File: src/circular_harmonics_eval_unit_defines.svh
// Assertion macros shared by the circular harmonics evaluator modules.
// Each macro expects signals clk and rst_n in the scope where it is used.
`ifndef CIRCULAR_HARMONICS_EVAL_UNIT_DEFINES_SVH
`define CIRCULAR_HARMONICS_EVAL_UNIT_DEFINES_SVH

// The condition must never hold outside reset.
`define CHE_ASSERT_NEVER(lbl, expr, msg) \
  lbl: assert property (@(posedge clk) disable iff (!rst_n) !(expr)) else $error(msg);

// The consequent must hold in the cycle after the antecedent.
`define CHE_ASSERT_NEXT(lbl, ante, cons, msg) \
  lbl: assert property (@(posedge clk) disable iff (!rst_n) (ante) |=> (cons)) else $error(msg);

// The consequent must hold in the same cycle as the antecedent.
`define CHE_ASSERT_SAME(lbl, ante, cons, msg) \
  lbl: assert property (@(posedge clk) disable iff (!rst_n) (ante) |-> (cons)) else $error(msg);

`endif

File: src/che_pkg.sv
// Package of the circular harmonics evaluator: types, constants, arithmetic helpers.
// Used by the front end, CORDIC, back end and top level; depends on nothing.
package che_pkg;

  localparam int MAX_ORDER_DEF  = 15;
  localparam int ANGLE_BITS_DEF = 32;
  localparam int CORDIC_STEPS   = 28;

  localparam logic signed [31:0] CORDIC_GAIN = 32'sd652032874;
  localparam logic signed [31:0] SCALE_INV_SQRT_2PI = 32'sd214180506;
  localparam logic signed [31:0] SCALE_INV_SQRT_PI  = 32'sd302896976;
  localparam logic signed [31:0] SCALE_ONE          = 32'sd536870912;
  localparam logic signed [31:0] SCALE_SQRT2        = 32'sd759250125;

  localparam logic [1:0] NORM_FULL = 2'd0;
  localparam logic [1:0] NORM_SEMI = 2'd1;
  localparam logic [1:0] NORM_SQRT2 = 2'd2;

  localparam logic CFG_ORDER     = 1'b0;
  localparam logic CFG_NORM_MODE = 1'b1;

  typedef struct packed {
    logic [31:0]        angle;
    logic [3:0]         ord;
    logic signed [31:0] n0;
    logic signed [31:0] nm;
  } job_t;

  typedef struct packed {
    logic signed [31:0] value;
    logic [4:0]         column;
    logic               last;
  } res_t;

  typedef enum logic [2:0] {
    BK_IDLE,
    BK_CENTER,
    BK_CORDIC,
    BK_SCALE,
    BK_RECUR,
    BK_EMIT_C,
    BK_EMIT_S
  } bk_state_t;

  // Arctangent of 2^-i in units of 2^-32 turn.
  function automatic logic [29:0] atan_lut(input logic [4:0] idx);
    logic [29:0] v;
    case (idx)
      5'd0:  v = 30'd536870912;
      5'd1:  v = 30'd316933406;
      5'd2:  v = 30'd167458907;
      5'd3:  v = 30'd85004756;
      5'd4:  v = 30'd42667331;
      5'd5:  v = 30'd21354465;
      5'd6:  v = 30'd10679838;
      5'd7:  v = 30'd5340245;
      5'd8:  v = 30'd2670163;
      5'd9:  v = 30'd1335087;
      5'd10: v = 30'd667544;
      5'd11: v = 30'd333772;
      5'd12: v = 30'd166886;
      5'd13: v = 30'd83443;
      5'd14: v = 30'd41722;
      5'd15: v = 30'd20861;
      5'd16: v = 30'd10430;
      5'd17: v = 30'd5215;
      5'd18: v = 30'd2608;
      5'd19: v = 30'd1304;
      5'd20: v = 30'd652;
      5'd21: v = 30'd326;
      5'd22: v = 30'd163;
      5'd23: v = 30'd81;
      5'd24: v = 30'd41;
      5'd25: v = 30'd20;
      5'd26: v = 30'd10;
      5'd27: v = 30'd5;
      default: v = 30'd0;
    endcase
    return v;
  endfunction

  function automatic logic signed [31:0] sat34(input logic signed [33:0] v);
    logic signed [31:0] r;
    if (v > 34'sd2147483647) begin
      r = 32'sh7FFFFFFF;
    end else if (v < -34'sd2147483648) begin
      r = 32'sh80000000;
    end else begin
      r = v[31:0];
    end
    return r;
  endfunction

  // Add half an LSB, floor-shift by 30, saturate to 32 bits.
  function automatic logic signed [31:0] round30(input logic signed [65:0] v);
    logic signed [65:0] t;
    logic signed [35:0] s;
    logic signed [31:0] r;
    t = v + 66'sd536870912;
    s = t[65:30];
    if (s > 36'sd2147483647) begin
      r = 32'sh7FFFFFFF;
    end else if (s < -36'sd2147483648) begin
      r = 32'sh80000000;
    end else begin
      r = s[31:0];
    end
    return r;
  endfunction

endpackage

File: src/che_fifo.sv
// Small register queue used between front and back and in front of the result port.
// Depends on circular_harmonics_eval_unit_defines.svh for its checks.
`include "circular_harmonics_eval_unit_defines.svh"

module che_fifo #(
  parameter int WIDTH = 32,
  parameter int DEPTH = 2
) (
  input  logic             clk,
  input  logic             rst_n,
  input  logic             push,
  input  logic [WIDTH-1:0] wdata,
  output logic             full,
  input  logic             pop,
  output logic [WIDTH-1:0] rdata,
  output logic             empty
);

  localparam int AW = (DEPTH > 1) ? $clog2(DEPTH) : 1;
  localparam int CW = $clog2(DEPTH + 1);
  localparam logic [AW-1:0] LAST_PTR = AW'(DEPTH - 1);
  localparam logic [CW-1:0] DEPTH_C  = CW'(DEPTH);

  logic [WIDTH-1:0] mem_r [DEPTH];
  logic [AW-1:0]    wr_ptr_r, wr_ptr_nxt;
  logic [AW-1:0]    rd_ptr_r, rd_ptr_nxt;
  logic [CW-1:0]    count_r, count_nxt;
  logic             do_push, do_pop;

  assign full    = (count_r == DEPTH_C);
  assign empty   = (count_r == '0);
  assign do_push = push && !full;
  assign do_pop  = pop && !empty;
  assign rdata   = mem_r[rd_ptr_r];

  always_comb begin
    wr_ptr_nxt = wr_ptr_r;
    rd_ptr_nxt = rd_ptr_r;
    count_nxt  = count_r;
    if (do_push) begin
      wr_ptr_nxt = (wr_ptr_r == LAST_PTR) ? '0 : wr_ptr_r + AW'(1);
    end
    if (do_pop) begin
      rd_ptr_nxt = (rd_ptr_r == LAST_PTR) ? '0 : rd_ptr_r + AW'(1);
    end
    if (do_push && !do_pop) begin
      count_nxt = count_r + CW'(1);
    end else if (do_pop && !do_push) begin
      count_nxt = count_r - CW'(1);
    end
  end

  always_ff @(posedge clk) begin
    if (!rst_n) begin
      wr_ptr_r <= '0;
      rd_ptr_r <= '0;
      count_r  <= '0;
    end else begin
      wr_ptr_r <= wr_ptr_nxt;
      rd_ptr_r <= rd_ptr_nxt;
      count_r  <= count_nxt;
    end
  end

  always_ff @(posedge clk) begin
    if (do_push) begin
      mem_r[wr_ptr_r] <= wdata;
    end
  end

  `CHE_ASSERT_NEVER(a_count_range, count_r > DEPTH_C, "queue count beyond depth")
  `CHE_ASSERT_NEXT(a_push_grows, do_push && !do_pop, count_r == $past(count_r) + CW'(1), "push lost")
  `CHE_ASSERT_NEXT(a_pop_shrinks, do_pop && !do_push, count_r == $past(count_r) - CW'(1), "pop lost")

endmodule

File: src/che_front.sv
// Front end: configuration registers, order clamp, norm lookup and job queue.
// Depends on che_pkg and che_fifo.
module che_front #(
  parameter int MAX_ORDER  = che_pkg::MAX_ORDER_DEF,
  parameter int ANGLE_BITS = che_pkg::ANGLE_BITS_DEF
) (
  input  logic          clk,
  input  logic          rst_n,
  input  logic          cfg_we,
  input  logic          cfg_index,
  input  logic [3:0]    cfg_wdata,
  input  logic          in_push,
  input  logic [31:0]   in_angle,
  output logic          in_full,
  input  logic          job_pop,
  output che_pkg::job_t job,
  output logic          job_valid
);

  localparam logic [31:0] ANGLE_KEEP = ~(32'hFFFFFFFF >> ANGLE_BITS);
  localparam logic [4:0]  MAX_ORD_C  = 5'(MAX_ORDER);

  logic [3:0]    order_r;
  logic [1:0]    norm_mode_r;
  che_pkg::job_t job_in;
  logic          job_empty;

  always_ff @(posedge clk) begin
    if (!rst_n) begin
      order_r     <= 4'd1;
      norm_mode_r <= che_pkg::NORM_FULL;
    end else if (cfg_we) begin
      case (cfg_index)
        che_pkg::CFG_ORDER:     order_r     <= cfg_wdata;
        che_pkg::CFG_NORM_MODE: norm_mode_r <= cfg_wdata[1:0];
        default: ;
      endcase
    end
  end

  always_comb begin
    job_in.angle = in_angle & ANGLE_KEEP;
    job_in.ord   = ({1'b0, order_r} > MAX_ORD_C) ? MAX_ORD_C[3:0] : order_r;
    case (norm_mode_r)
      che_pkg::NORM_SEMI: begin
        job_in.n0 = che_pkg::SCALE_ONE;
        job_in.nm = che_pkg::SCALE_ONE;
      end
      che_pkg::NORM_SQRT2: begin
        job_in.n0 = che_pkg::SCALE_ONE;
        job_in.nm = che_pkg::SCALE_SQRT2;
      end
      default: begin
        job_in.n0 = che_pkg::SCALE_INV_SQRT_2PI;
        job_in.nm = che_pkg::SCALE_INV_SQRT_PI;
      end
    endcase
  end

  che_fifo #(
    .WIDTH ($bits(che_pkg::job_t)),
    .DEPTH (2)
  ) u_job_q (
    .clk   (clk),
    .rst_n (rst_n),
    .push  (in_push),
    .wdata (job_in),
    .full  (in_full),
    .pop   (job_pop),
    .rdata (job),
    .empty (job_empty)
  );

  assign job_valid = !job_empty;

endmodule

File: src/che_cordic.sv
// Iterative CORDIC: one micro-rotation per cycle, 28 micro-rotations per angle.
// Depends on che_pkg.
`include "circular_harmonics_eval_unit_defines.svh"

module che_cordic (
  input  logic               clk,
  input  logic               rst_n,
  input  logic               start,
  input  logic [31:0]        angle,
  output logic               done,
  output logic signed [31:0] cos_out,
  output logic signed [31:0] sin_out
);

  localparam logic [4:0] LAST_STEP = 5'(che_pkg::CORDIC_STEPS - 1);

  logic signed [33:0] x_r, x_nxt, y_r, y_nxt, dx, dy;
  logic signed [32:0] z_r, z_nxt, at;
  logic [1:0]         quad_r;
  logic [4:0]         step_r;
  logic               busy_r, done_r;

  assign dx = y_r >>> step_r;
  assign dy = x_r >>> step_r;
  assign at = {3'b000, che_pkg::atan_lut(step_r)};

  always_comb begin
    if (!z_r[32]) begin
      x_nxt = x_r - dx;
      y_nxt = y_r + dy;
      z_nxt = z_r - at;
    end else begin
      x_nxt = x_r + dx;
      y_nxt = y_r - dy;
      z_nxt = z_r + at;
    end
  end

  always_ff @(posedge clk) begin
    if (!rst_n) begin
      busy_r <= 1'b0;
      done_r <= 1'b0;
      step_r <= '0;
    end else begin
      done_r <= 1'b0;
      if (start) begin
        busy_r <= 1'b1;
        step_r <= '0;
      end else if (busy_r) begin
        if (step_r == LAST_STEP) begin
          busy_r <= 1'b0;
          done_r <= 1'b1;
        end else begin
          step_r <= step_r + 5'd1;
        end
      end
    end
  end

  always_ff @(posedge clk) begin
    if (start) begin
      x_r    <= 34'(che_pkg::CORDIC_GAIN);
      y_r    <= '0;
      z_r    <= {3'b000, angle[29:0]};
      quad_r <= angle[31:30];
    end else if (busy_r) begin
      x_r <= x_nxt;
      y_r <= y_nxt;
      z_r <= z_nxt;
    end
  end

  // Fold the first-quadrant result back to the full turn.
  always_comb begin
    case (quad_r)
      2'd0: begin
        cos_out = che_pkg::sat34(x_r);
        sin_out = che_pkg::sat34(y_r);
      end
      2'd1: begin
        cos_out = che_pkg::sat34(-y_r);
        sin_out = che_pkg::sat34(x_r);
      end
      2'd2: begin
        cos_out = che_pkg::sat34(-x_r);
        sin_out = che_pkg::sat34(-y_r);
      end
      default: begin
        cos_out = che_pkg::sat34(y_r);
        sin_out = che_pkg::sat34(-x_r);
      end
    endcase
  end

  assign done = done_r;

  `CHE_ASSERT_NEVER(a_done_idle, done_r && busy_r, "done while still iterating")
  `CHE_ASSERT_NEXT(a_finish, busy_r && !start && step_r == LAST_STEP, done_r, "missed done")
  `CHE_ASSERT_NEVER(a_step_range, step_r > LAST_STEP, "step beyond last")

endmodule

File: src/che_back.sv
// Back end: sequencer running CORDIC, scaling and the rotation recurrence with one multiplier.
// Depends on che_pkg and che_cordic.
`include "circular_harmonics_eval_unit_defines.svh"

module che_back (
  input  logic          clk,
  input  logic          rst_n,
  input  che_pkg::job_t job,
  input  logic          job_valid,
  output logic          job_pop,
  output logic          res_push,
  output che_pkg::res_t res,
  input  logic          res_full
);

  che_pkg::bk_state_t state_r, state_nxt;

  logic [2:0]         step_r;
  logic [4:0]         n_r;
  logic signed [31:0] cb_r, sb_r, cr_r, sr_r, ctmp_r;
  logic signed [63:0] prod_r, acc_r;
  logic signed [31:0] op_a, op_b;
  logic               cordic_start, cordic_done;
  logic signed [31:0] cordic_cos, cordic_sin;
  logic               n_is_last;

  assign n_is_last = (n_r == {1'b0, job.ord});

  che_cordic u_cordic (
    .clk     (clk),
    .rst_n   (rst_n),
    .start   (cordic_start),
    .angle   (job.angle),
    .done    (cordic_done),
    .cos_out (cordic_cos),
    .sin_out (cordic_sin)
  );

  always_comb begin
    state_nxt = state_r;
    case (state_r)
      che_pkg::BK_IDLE:   if (job_valid) state_nxt = che_pkg::BK_CENTER;
      che_pkg::BK_CENTER: begin
        if (!res_full) begin
          state_nxt = (job.ord == 4'd0) ? che_pkg::BK_IDLE : che_pkg::BK_CORDIC;
        end
      end
      che_pkg::BK_CORDIC: if (cordic_done) state_nxt = che_pkg::BK_SCALE;
      che_pkg::BK_SCALE:  if (step_r == 3'd2) state_nxt = che_pkg::BK_EMIT_C;
      che_pkg::BK_RECUR:  if (step_r == 3'd4) state_nxt = che_pkg::BK_EMIT_C;
      che_pkg::BK_EMIT_C: if (!res_full) state_nxt = che_pkg::BK_EMIT_S;
      che_pkg::BK_EMIT_S: begin
        if (!res_full) begin
          state_nxt = n_is_last ? che_pkg::BK_IDLE : che_pkg::BK_RECUR;
        end
      end
      default: state_nxt = che_pkg::BK_IDLE;
    endcase
  end

  always_comb begin
    res_push     = 1'b0;
    job_pop      = 1'b0;
    cordic_start = 1'b0;
    res.value    = cr_r;
    res.column   = 5'({1'b0, job.ord} + n_r);
    res.last     = 1'b0;
    op_a         = cb_r;
    op_b         = cr_r;
    case (state_r)
      che_pkg::BK_CENTER: begin
        res.value    = job.n0;
        res.column   = {1'b0, job.ord};
        res.last     = (job.ord == 4'd0);
        res_push     = !res_full;
        job_pop      = !res_full && (job.ord == 4'd0);
        cordic_start = !res_full && (job.ord != 4'd0);
      end
      che_pkg::BK_SCALE: begin
        op_a = (step_r == 3'd0) ? cb_r : sb_r;
        op_b = job.nm;
      end
      che_pkg::BK_RECUR: begin
        case (step_r)
          3'd1: begin op_a = sb_r; op_b = sr_r; end
          3'd2: begin op_a = sb_r; op_b = cr_r; end
          3'd3: begin op_a = cb_r; op_b = sr_r; end
          default: begin op_a = cb_r; op_b = cr_r; end
        endcase
      end
      che_pkg::BK_EMIT_C: begin
        res_push = !res_full;
      end
      che_pkg::BK_EMIT_S: begin
        res.value  = sr_r;
        res.column = 5'({1'b0, job.ord} - n_r);
        res.last   = n_is_last;
        res_push   = !res_full;
        job_pop    = !res_full && n_is_last;
      end
      default: ;
    endcase
  end

  always_ff @(posedge clk) begin
    if (!rst_n) begin
      state_r <= che_pkg::BK_IDLE;
      step_r  <= '0;
      n_r     <= '0;
    end else begin
      state_r <= state_nxt;
      if (state_nxt != state_r) begin
        step_r <= '0;
      end else begin
        step_r <= step_r + 3'd1;
      end
      if (state_r == che_pkg::BK_CENTER) begin
        n_r <= '0;
      end else if (state_r == che_pkg::BK_SCALE && step_r == 3'd2) begin
        n_r <= 5'd1;
      end else if (state_r == che_pkg::BK_EMIT_S && !res_full && !n_is_last) begin
        n_r <= n_r + 5'd1;
      end
    end
  end

  // Recurrence: cos uses acc - prod at step 2, sin uses acc + prod at step 4.
  always_ff @(posedge clk) begin
    prod_r <= op_a * op_b;
    if (state_r == che_pkg::BK_CORDIC && cordic_done) begin
      cb_r <= cordic_cos;
      sb_r <= cordic_sin;
    end
    if (state_r == che_pkg::BK_SCALE) begin
      if (step_r == 3'd1) cr_r <= che_pkg::round30(66'(prod_r));
      if (step_r == 3'd2) sr_r <= che_pkg::round30(66'(prod_r));
    end
    if (state_r == che_pkg::BK_RECUR) begin
      case (step_r)
        3'd1, 3'd3: acc_r <= prod_r;
        3'd2: ctmp_r <= che_pkg::round30(66'(acc_r) - 66'(prod_r));
        3'd4: begin
          sr_r <= che_pkg::round30(66'(acc_r) + 66'(prod_r));
          cr_r <= ctmp_r;
        end
        default: ;
      endcase
    end
  end

  `CHE_ASSERT_SAME(a_pop_on_push, job_pop, res_push && res.last, "job retired without last word")
  `CHE_ASSERT_SAME(a_last_pop, res_push && res.last, job_pop, "last word without retiring job")
  `CHE_ASSERT_NEVER(a_n_range, (state_r == che_pkg::BK_EMIT_C) && (n_r > {1'b0, job.ord}),
    "harmonic index beyond order")
  `CHE_ASSERT_NEVER(a_done_state, cordic_done && state_r != che_pkg::BK_CORDIC,
    "CORDIC result arrived outside its wait state")

endmodule

File: src/circular_harmonics_eval_unit.sv
// Circular harmonics evaluator top level: front end, back end sequencer, result queue.
// The center word reaches the result ports through the job queue, the sequencer's idle and
// center states and the result queue. The back end works on one angle at a time; its time per
// angle is set by the iterative CORDIC and the single shared multiplier of the recurrence.
// Two angles and two result words can be queued. Synchronous active-low reset
// clears the queues and the sequencer and sets order to 1 and norm_mode to 0.
module circular_harmonics_eval_unit #(
  parameter int MAX_ORDER  = che_pkg::MAX_ORDER_DEF,
  parameter int ANGLE_BITS = che_pkg::ANGLE_BITS_DEF
) (
  input  logic               clk,
  input  logic               rst_n,
  input  logic               cfg_we,
  input  logic               cfg_index,
  input  logic [3:0]         cfg_wdata,
  input  logic               in_push,
  input  logic [31:0]        in_angle,
  output logic               in_full,
  input  logic               out_pop,
  output logic               out_empty,
  output logic signed [31:0] out_harmonic_value,
  output logic [4:0]         out_column,
  output logic               out_last
);

  che_pkg::job_t job;
  che_pkg::res_t res, res_head;
  logic          job_valid, job_pop, res_push, res_full;

  che_front #(
    .MAX_ORDER  (MAX_ORDER),
    .ANGLE_BITS (ANGLE_BITS)
  ) u_front (
    .clk       (clk),
    .rst_n     (rst_n),
    .cfg_we    (cfg_we),
    .cfg_index (cfg_index),
    .cfg_wdata (cfg_wdata),
    .in_push   (in_push),
    .in_angle  (in_angle),
    .in_full   (in_full),
    .job_pop   (job_pop),
    .job       (job),
    .job_valid (job_valid)
  );

  che_back u_back (
    .clk       (clk),
    .rst_n     (rst_n),
    .job       (job),
    .job_valid (job_valid),
    .job_pop   (job_pop),
    .res_push  (res_push),
    .res       (res),
    .res_full  (res_full)
  );

  che_fifo #(
    .WIDTH ($bits(che_pkg::res_t)),
    .DEPTH (2)
  ) u_res_q (
    .clk   (clk),
    .rst_n (rst_n),
    .push  (res_push),
    .wdata (res),
    .full  (res_full),
    .pop   (out_pop),
    .rdata (res_head),
    .empty (out_empty)
  );

  assign out_harmonic_value = res_head.value;
  assign out_column         = res_head.column;
  assign out_last           = res_head.last;

endmodule
File: config.mk
export PLATFORM = sky130hd
export DESIGN_NAME = circular_harmonics_eval_unit
export DESIGN_NICKNAME = d
export VERILOG_FILES = /design/src/che_pkg.sv /design/src/che_fifo.sv /design/src/che_front.sv /design/src/che_cordic.sv /design/src/che_back.sv /design/src/circular_harmonics_eval_unit.sv
export VERILOG_INCLUDE_DIRS = /design/src /design/src/src
export SDC_FILE = /design/constraint.sdc
export NUM_CORES = 2
export LEC_CHECK = 0
export CORE_ASPECT_RATIO = 1.25
export CORE_UTILIZATION = 60
export DETAILED_ROUTE_END_ITERATION = 10
export DONT_BUFFER_PORTS = 1
export PLACE_DENSITY_LB_ADDON = 0.15
export SYNTH_ARGS = -nofsm -noshare
export SYNTH_HDL_FRONTEND = slang
export SYNTH_SLANG_ARGS = --single-unit
File: constraint.sdc
create_clock -name clk -period 13.25 [get_ports clk]
set_input_delay 1.325 -clock clk [delete_from_list [all_inputs] [get_ports clk]]
set_output_delay 1.325 -clock clk [all_outputs]
set_load 0.03 [all_outputs]
==> results.cfg <==
[synthesis]
synth_area_per_cell_um2 = 8.91
synth_simple_gate_area_frac = 0.154
syn_inst = 9256
ys_types = 122
synth_nets = 10800
async_flop_share = 0
synthXorXnorAreaFrac = 0.0472
ys_ff_latch = 611
synth_edf_count = 348
synthMuxAreaShare = 0.0583
synthFlopType = edfxtp_1
synth_compound_area_frac = 0.134
yosysWarnings = 0
synthAdderAreaFrac = 0.331
syn_area_mm2 = 0.0825
synth_seq_area_share = 0.191
synth_top_family_by_area = adder cells

[min_path]
hp-class = reg -> reg
hold_path_depth = 0

[worst_setup_path]
max_stage_delay_ns = 0.89
crit_type = reg -> reg
worstRegToRegCells = 33
cp_common_cell = fa_1
cp_data_arrival_time_ns = 12.31
cpMaxStageDelayCell = clkinv_1
cp-start-kind = flop
crit_required_ns = 13.86
cp_max_fo = 28
endpoint_kind = flop

[floorplanning]
fp-row-count = 151
start_util = 0.606
die_y_um = 417
core_area_mm2 = 0.136
dieArea_mm2 = 0.139
die_w_um = 334
pin_count = 82

[global_route]
grt_pass1_wl_um = 411000
track_usage = 0.391
grt-ovfl-total = 0
grt_max_degree = 96
antenna_found_initial = 5
grt_pass1_vias = 69600

[clock_tree]
clkLatencyLatePin_ns = 0.73
cts_tree = done
htree_levels = 3
clockBufferDepth = 3
holdBufCountCts = 0
root_buffer = clkbuf_16
cts_buffers = 73
cts_resized = 0
clock_sinks = 611
cts_setup_buffers = 0
cts.clk_slew.worst_paths_ns = 0.06

[route]
wl_um = 271000
first_pass_iters = 9
post_drt_wl_per_cell_um = 25.1
drt_iter0_markers = 6384
drc = 0
vias_per_cell = 6.31
antenna_left = 0
vias = 68200

[job]
cap_violations = 0

[timing]
rsz0062_at_grt = no
min_period_ns = 11.70
setup_viol = 0
tightest_slew_ns = 1.42
skew_ns = 0.0495
max_freq_ghz = 0.0855
finalMaxSlewViolations = 0
max_slew_margin = 0.0537
setup_tns_ns = 0
finalHoldViolCount = 0
min_period_over_period = 0.883

[status]
status = finished, final reports clean

[layout]
final_util = 0.639
nets = 10600
final_layout_size_suffix_gt1_frac = 0.0731
area_growth_pct = 5.32
layout_common_cells = 1289 x inv_1, 1087 x fa_1, 999 x nor2_1
final_common_cell = inv_1
fillCellCount = 11600

[place]
dpl.hpwl_um = 213000
place_congestion = 0.993
portBuffers = 0
[worst max-delay path, delay by kind of cell, from the launching register on]
kind / cells / cell delay [ns]
multiplexers: 1 / 0.19
flip-flops: 1 / 0.58
adder cells (fa/ha/maj): 9 / 4.61
AND/OR/NAND/NOR: 5 / 2.21
AO/OA/AOI/OAI: 12 / 2.34
buffers and inverters: 5 / 1.49
XOR/XNOR: 1 / 0.18
[state kept, by name, summed over array words and instances, names as in the netlist, 32 cells and up, named ones only]
signal,count
u_front.u_job_q.mem_r,80
u_res_q.mem_r,76
u_back.acc_r,64
u_back.prod_r,64
u_back.u_cordic.x_r,34
u_back.u_cordic.y_r,34
u_back.u_cordic.z_r,33
u_back.cb_r,32
u_back.cr_r,32
u_back.ctmp_r,32
u_back.sb_r,32
u_back.sr_r,32
[routing by layer]
layer	global-route usage	wire, µm
met5	0.00593	136
met4	0.284	22600
met3	0.0764	23500
met2	0.644	128000
met1	0.456	96900
[cells by family (layout without fill, tap and decap cells)]
family | count (synthesis) | count (layout)
AO/OA/AOI/OAI | 1681 | 1681
XOR/XNOR | 444 | 444
adder cells (fa/ha/maj) | 1530 | 1530
buffers and inverters | 1827 | 1622
flip-flops | 611 | 611
multiplexers | 335 | 335
other | 0 | 2
AND/OR/NAND/NOR | 2828 | 2828
[stage by stage]
step	instances	setup slack (ns)	cell area, µm²	hold slack, ns
after CTS	10800	1.70	86900	0.455
after global placement	10700	1.21	84400	0.437
final	10800	1.55	86900	0.454
after global routing	10800	1.19	86900	0.465
after detailed placement	10700	1.76	84400	0.434
after floorplan	9256	2.07	82500	0.418
[Yosys cell counts (all sizes together), types with 166 or more instances]
cell type | n | area, µm²
nand3 | 167 | 848
clkbuf | 436 | 1640
a21oi | 568 | 2850
edfxtp | 348 | 10500
o21ai | 267 | 1340
ha | 443 | 5540
nand2 | 932 | 3500
xor2 | 166 | 1450
inv | 1293 | 4850
a21o | 187 | 1400
dfxtp | 263 | 5270
fa | 1087 | 21800
xnor2 | 278 | 2440
nor2 | 1011 | 3800
[final timing paths]
kind	startpoint	slack [ns]	end
setup / recovery	u_back.state_r[2]$_SDFF_PN0_	1.55	u_back.prod_r[63]$_DFF_P_
hold / removal	u_back.prod_r[15]$_DFF_P_	0.45	u_back.acc_r[15]$_DFFE_PP_
setup reg to reg	u_back.state_r[2]$_SDFF_PN0_	1.55	u_back.prod_r[63]$_DFF_P_
hold reg to reg	u_back.prod_r[15]$_DFF_P_	0.45	u_back.acc_r[15]$_DFFE_PP_
[area by class of cell]
type	count	area, µm²	share of cell area
sequential	611	15700	0.181
clock inverter	41	392	0.00451
multi-input combinational	6818	60200	0.693
tap	1759	2200	0.0253
timing repair buffer	188	1420	0.0164
clock buffer	92	2030	0.0234
antenna	2	5.00	0.0000576
inverter	1301	4890	0.0563
Power is left out: the tool's default activity adds up to more than one toggle a clock period on the data nets, which glitch-free logic cannot reach.
